--- src/design/rlo_pkg.sv ---
// Shared widths, register map, reset values and types for the rear-leg odometry unit.
`default_nettype none

package rlo_pkg;

    localparam int ANGLE_W    = 16;
    localparam int LEN_W      = 16;
    localparam int SINE_W     = 16;
    localparam int SINE_MAG_W = 15;
    localparam int OFFSET_W   = 18;
    localparam int POS_W      = 32;

    localparam int CFG_ADDR_W = 4;
    localparam int CFG_DATA_W = 32;

    localparam int SINE_DEPTH_DEF = 1024;

    typedef enum logic [1:0] {
        REG_START_X       = 2'd0,
        REG_BASE_OFFSET_X = 2'd1,
        REG_THIGH_LENGTH  = 2'd2,
        REG_SHANK_LENGTH  = 2'd3
    } t_reg_idx;

    localparam logic signed [POS_W-1:0] START_X_RST       = '0;
    localparam logic [LEN_W-1:0]        BASE_OFFSET_X_RST = 16'd16089;
    localparam logic [LEN_W-1:0]        THIGH_LENGTH_RST  = 16'd15073;
    localparam logic [LEN_W-1:0]        SHANK_LENGTH_RST  = 16'd15073;

    typedef struct packed {
        logic signed [POS_W-1:0] start_x;
        logic [LEN_W-1:0]        base_offset_x;
        logic [LEN_W-1:0]        thigh_length;
        logic [LEN_W-1:0]        shank_length;
    } t_cfg;

endpackage

`default_nettype wire

--- src/design/rlo_cfg_regs.sv ---
// APB-style configuration registers: body start position and leg geometry.
`default_nettype none

module rlo_cfg_regs
    import rlo_pkg::*;
(
    input  wire logic                  i_clk,
    input  wire logic                  i_rst_n,
    input  wire logic                  psel,
    input  wire logic                  penable,
    input  wire logic                  pwrite,
    input  wire logic [CFG_ADDR_W-1:0] paddr,
    input  wire logic [CFG_DATA_W-1:0] pwdata,
    output logic      [CFG_DATA_W-1:0] prdata,
    output logic                       pready,
    output t_cfg                       o_cfg
);

    t_cfg     r_cfg;
    t_reg_idx reg_sel;
    logic     wr_en;

    assign pready  = 1'b1;
    assign reg_sel = t_reg_idx'(paddr[CFG_ADDR_W-1:2]);
    assign wr_en   = psel && penable && pwrite && pready;
    assign o_cfg   = r_cfg;

    always_ff @(posedge i_clk) begin
        if (!i_rst_n) begin
            r_cfg.start_x       <= START_X_RST;
            r_cfg.base_offset_x <= BASE_OFFSET_X_RST;
            r_cfg.thigh_length  <= THIGH_LENGTH_RST;
            r_cfg.shank_length  <= SHANK_LENGTH_RST;
        end else if (wr_en) begin
            case (reg_sel)
                REG_START_X:       r_cfg.start_x       <= $signed(pwdata);
                REG_BASE_OFFSET_X: r_cfg.base_offset_x <= pwdata[LEN_W-1:0];
                REG_THIGH_LENGTH:  r_cfg.thigh_length  <= pwdata[LEN_W-1:0];
                REG_SHANK_LENGTH:  r_cfg.shank_length  <= pwdata[LEN_W-1:0];
                default: begin
                end
            endcase
        end
    end

    always_comb begin
        case (reg_sel)
            REG_START_X:       prdata = r_cfg.start_x;
            REG_BASE_OFFSET_X: prdata = CFG_DATA_W'(r_cfg.base_offset_x);
            REG_THIGH_LENGTH:  prdata = CFG_DATA_W'(r_cfg.thigh_length);
            REG_SHANK_LENGTH:  prdata = CFG_DATA_W'(r_cfg.shank_length);
            default:           prdata = '0;
        endcase
    end

endmodule

`default_nettype wire

--- config.mk ---
export PLATFORM = sky130hd
export DESIGN_NAME = rlo_cfg_regs
export DESIGN_NICKNAME = d
export VERILOG_FILES = /design/src/design/rlo_pkg.sv /design/src/design/rlo_cfg_regs.sv
export SDC_FILE = /design/constraint.sdc
export NUM_CORES = 1
export LEC_CHECK = 0
export BUFFER_PORTS_ARGS = -buffer_cell sky130_fd_sc_hd__clkbuf_2
export CORE_MARGIN = 2
export CORE_UTILIZATION = 43
export DETAILED_ROUTE_END_ITERATION = 10
export MAX_ROUTING_LAYER = met4
export PLACE_DENSITY = 0.78
export SETUP_SLACK_MARGIN = 0.02
export SLEW_MARGIN = 20
export SYNTH_ARGS = -nofsm -noshare
export SYNTH_HDL_FRONTEND = slang
export SYNTH_SLANG_ARGS = --single-unit
--- constraint.sdc ---
create_clock -name i_clk -period 0.95 [get_ports i_clk]
set_input_delay 0.095 -clock i_clk [delete_from_list [all_inputs] [get_ports i_clk]]
set_output_delay 0.095 -clock i_clk [all_outputs]
set_load 0.01 [all_outputs]
---- After elaboration in Yosys (flattened, before gate mapping) ----
Index checks and enable logic that the tools add are counted.
word-level totals
  bits in registers ....................... 80
  logic and storage cells ................. 15
cells by class
  equality and inequality tests ........... 3
  mux-type cells .......................... 1
  reductions and logical operators ........ 7
operators by type and width
  kind                                                              number
  32-bit case mux with 4 select lines                               1
  2-bit AND reduction                                               4
  2-bit == test (second input constant)                             2
  2-bit by 1-bit == test with 1-bit output (second input constant)  1
  1-bit logical AND                                                 2
  2-bit logical NOT                                                 1

---- Depth between registers and ports, before layout ----
  depth in word-level cells ............... 3
  gate-level depth with buffers ........... 6
  gate-level depth less buffers ........... 3

---- Worst setup path after synthesis ----
OpenSTA, ideal clock, no wires.
  kind .................................... input to output
  start ................................... in paddr[2]
  end ..................................... out prdata[11]
  data arrival time ....................... 954 ps
  data required time ...................... 855 ps
  setup slack ............................. -99 ps
  cell stages on the path ................. 3
  path through ............................ buf_6 buf_6 mux4_2
on the way
  word-level cells in the longest chain between the ends .. 2
  elaborated cells between the ends (all ways) .. 5
  those cells by class .................... eq/ne: 3; mux: 1; reduce/logical: 1
RTL lines
  item                                     RTL line            RTL
  start: declaration                       rlo_cfg_regs.sv:12  input wire logic [CFG_ADDR_W-1:0] paddr,
  2-bit == test (tied with other cells)    rlo_cfg_regs.sv:47  case (reg_sel)
  32-bit case mux with 4 select lines (*)  rlo_cfg_regs.sv:47
  end: declaration                         rlo_cfg_regs.sv:14  output logic [CFG_DATA_W-1:0] prdata,
Every way passes the cells marked *; elsewhere a longest branch is shown, timed or not.

---- Worst setup path after layout ----
  start ................................... reg r_cfg, in the netlist o_cfg[11]
  end ..................................... out prdata[11]
on the way
  word-level cells in the longest chain between the ends .. 1
RTL lines
  item                                 RTL line            RTL
  start: declaration                   rlo_cfg_regs.sv:19  t_cfg r_cfg;
  32-bit case mux with 4 select lines  rlo_cfg_regs.sv:47
No other way between the ends.

==> results.yml <==
floorplanning:
  die_area_um2: 9400
  die_h_um: 97.0
  floorplan.initialDensity_pct: 44.8
  ios: 154
  num_rows: 33
  die_width_um: 97.0
  core_area_um2: 8300
detailed_routing:
  route.detailed.wl_per_inst_um: 19.9
  finalWirelength_um: 14900
  drtPass1Iterations: 4
  drc: 0
  dr.first_iter.drc_count: 156
  via_per_inst: 5.21
  routed-via-count: 3899
  ant_nets: 0
timing:
  setup-violations-final: 122
  final_hold_violations: 0
  fin_crit_sh_pct: 150
  post-route-min-period_ps: 1430
  rsz0062_at_grt: "yes"
  maxSlewViolCount: 0
  achievable_clock_frequency_ghz: 0.700
  postLayoutSetupSlackWorst_ps: -479
  fin_skew_ps: 0
worst_setup_path:
  cp_slowest_cell: "sky130_fd_sc_hd__mux4_2"
  critical-path-top-delay-family: "multiplexers"
  start_to_end_type_of_the_worst_setup_path: "reg2out"
  sequence_of_cells_on_the_critical_path: "mux4_2, buf_2"
  start_kind: "register"
  timing.critical_path.slowest_cell_delay_ps: 470
  timing.critical_path.required_ps: 850
  cp.buffers_inverters: 1
  worst_r2r_startpoint: "o_cfg[12]"
  setup.worst_path.end_class: "primary output"
  worstPathArrival_ps: 1330
  crit_start: "o_cfg[11]"
  cp_max_fo: 2
layout:
  area_of_the_multi_input_gates_um2: 1940
  drive_gt1_share_pct: 64.5
  fillers: 399
  num-nets-final: 679
  largest_reg_flops: 80
  final_design_area_no_fill_um2: 7040
  areaGrowthSynthToFinish_pct: 89.6
  fin_cells: 748
  finish.utilization_pct: 84.9
  num_antenna_cells: 0
  register_area_um2: 1700
logic_synthesis:
  yosysUniqueCellTypes: 22
  synthFlopType: "sky130_fd_sc_hd__dfxtp_1"
  synth.ff_latch_count: 80
  yosysSeqAreaShare_pct: 43.1
  synth-edff-count: 0
  synth.avg_cell_area_um2: 10.6
  syn-instance-count: 351
  synth.net_count: 392
  mappedNetlistArea_um2: 3720
  async_flop_share_pct: 0
  synth-warning-count: 0
clock_tree:
  cts.sinks: 80
  worst_setup_hold_path_clk_slew_ps: 100
  clock_insertion_delay_worst_skew_ps: 340
  cts_htree_levels: 3
  cts_root_buf: "sky130_fd_sc_hd__clkbuf_8"
  cts_tree: "yes"
  cts_made_buffers: 9
  cts_buffer_depth: 2
grt:
  grt_pass1_vias: 3979
  grt_antenna_before_repair: 0
  grt_use_total_pct: 27.7
  first_pass_grt_wire_length_um: 20300
  grt_start_max_net_pins: 39
  total_congestion_overflow: 0
power:
  combPwrFrac_pct: 15.1
  switching_power_mw: 1.92
  swShare_pct: 26.4
  power.share.clock_pct: 37.5
  seq_power_share_pct: 47.4
  power-per-cell-area_nw_per_um2: 1030
  power.static_leakage_nw: 3.27
  cellInternalPower_mw: 5.34
  power.ir.vdd_worst_uv: 760
hold_path:
  min_path_type: "in2reg"
  timing.hold.worst.start: "pwdata[3]"
placement:
  place_hpwl_um: 7910
  place.detailed.instances: 670
  buffer_ports.inserted: 150
  gp_congestion: 0.873
  placed_area_um2: 5240
status:
  result_of_the_run: "finished with violations"
  violated_checks: "negative setup slack"
job:
  cap_viol_max_count: 0
==> power by group through the flow <==
stage                     Clock [mW]  Combinational (mW)  Sequential, mW
after floorplan                    0               0.400            3.52
after global placement             0               0.778            3.50
after detailed placement           0               0.801            3.50
after CTS                       2.72               0.951            3.43
after global routing            2.91                1.15            3.44
final                           2.72                1.10            3.44
==> cell families (layout without fill, tap and decap cells) <==
kind of cell	after synthesis	after routing	share of synthesized area [%]
muxes	93	93	30.8
AOI/OAI and AO/OA	6	6	1.11
and+or+nand+nor	140	140	19.2
DFF	80	80	43.1
buffers and inverters	31	323	5.69
other	1	1	0.101
==> synthesized netlist by cell type, types with 2 or more instances <==
library cell / count / share of area [%]
sky130_fd_sc_hd__nor2b_1: 31 / 5.2
sky130_fd_sc_hd__buf_6: 9 / 2.7
sky130_fd_sc_hd__mux2i_1: 77 / 21
sky130_fd_sc_hd__mux4_2: 12 / 7.3
sky130_fd_sc_hd__buf_2: 3 / 0.40
sky130_fd_sc_hd__inv_1: 3 / 0.30
sky130_fd_sc_hd__and2_1: 17 / 2.9
sky130_fd_sc_hd__o311ai_1: 3 / 0.71
sky130_fd_sc_hd__buf_4: 2 / 0.40
sky130_fd_sc_hd__nand2_1: 86 / 8.7
sky130_fd_sc_hd__o21ai_1: 3 / 0.40
sky130_fd_sc_hd__clkbuf_1: 13 / 1.3
sky130_fd_sc_hd__dfxtp_1: 80 / 43
sky130_fd_sc_hd__mux4_1: 4 / 2.8
==> metrics by stage <==
step	setup slack (ps)	hold slack (ps)	TNS (ps)	power, mW
CTS	-460	9.53	-13490	7.11
global route	-514	22.8	-17860	7.51
detailed placement	-315	336	-22400	4.30
floorplan	-28.0	237	-1120	3.92
finish	-479	25.6	-13950	7.26
global placement	-283	326	-18940	4.28
==> placed cells by master (no fill, tap or decap) <==
cell type	instances
sky130_fd_sc_hd__clkinv_4	1
sky130_fd_sc_hd__buf_12	13
sky130_fd_sc_hd__buf_4	38
sky130_fd_sc_hd__buf_8	20
sky130_fd_sc_hd__bufinv_16	1
sky130_fd_sc_hd__dlygate4sd3_1	24
sky130_fd_sc_hd__buf_6	143
sky130_fd_sc_hd__mux2i_2	1
sky130_fd_sc_hd__nand4_4	1
sky130_fd_sc_hd__clkbuf_2	55
sky130_fd_sc_hd__inv_6	2
sky130_fd_sc_hd__dfxtp_1	1
sky130_fd_sc_hd__nor2_4	1
sky130_fd_sc_hd__mux2i_1	76
sky130_fd_sc_hd__buf_2	10
sky130_fd_sc_hd__and3_4	1
sky130_fd_sc_hd__and2_1	5
sky130_fd_sc_hd__inv_1	3
sky130_fd_sc_hd__nand3_4	1
sky130_fd_sc_hd__nand3b_1	1
sky130_fd_sc_hd__nand2_1	86
sky130_fd_sc_hd__dfxtp_2	79
sky130_fd_sc_hd__o21ai_1	3
sky130_fd_sc_hd__and2_4	12
sky130_fd_sc_hd__clkinvlp_4	1
sky130_fd_sc_hd__nor2_8	1
sky130_fd_sc_hd__inv_8	1
sky130_fd_sc_hd__nor2b_2	5
sky130_fd_sc_hd__nor2b_4	1
sky130_fd_sc_hd__clkbuf_16	1
sky130_fd_sc_hd__mux4_2	16
sky130_fd_sc_hd__clkbuf_8	10
sky130_fd_sc_hd__nor2b_1	25
sky130_fd_sc_hd__o311ai_1	3
sky130_fd_sc_hd__conb_1	1
==> repair_timing <==
action                     in CTS  in global routing
pin swaps                       1                  2
setup buffers                  17                 54
hold endpoints to repair       25                  0
setup endpoints to repair     112                141
gates cloned                    1                  1
resized for setup             177                220
hold buffers                   24                  0
==> worst reg2reg max path: cells and delay by family, from the launching register on <==
kind,cells,cell delay [ps]
simple gates,1,130
mux,1,100
flops,1,340
buf+inv,4,460
==> final timing paths <==
check	to	slack [ps]	cells past startpoint
worst min register to register	o_cfg[64]	480	2
worst max register to register	o_cfg[12]	-180	6
worst max-delay path	prdata[11]	-480	2
worst min-delay path	o_cfg[35]	30	3
==> routing by layer <==
| layer | part of all wire (%) | wire (um) | track usage (%) |
|---|---|---|---|
| met5 | 0 | 0 | - |
| met4 | 3.0 | 440 | 10.9 |
| met3 | 4.7 | 694 | 6.21 |
| met2 | 56 | 8380 | 50.2 |
| met1 | 36 | 5350 | 29.1 |
==> final cells by class <==
class                      instances  share of cell area, %
clock buffer                      10                   1.95
clock inverter                     6                   1.07
inverter                           3                  0.160
multi-input combinational        240                   27.6
sequential                        80                   24.1
tap                              105                   1.87
timing repair buffer             304                   43.3
(Power assumes the default switching activity.)
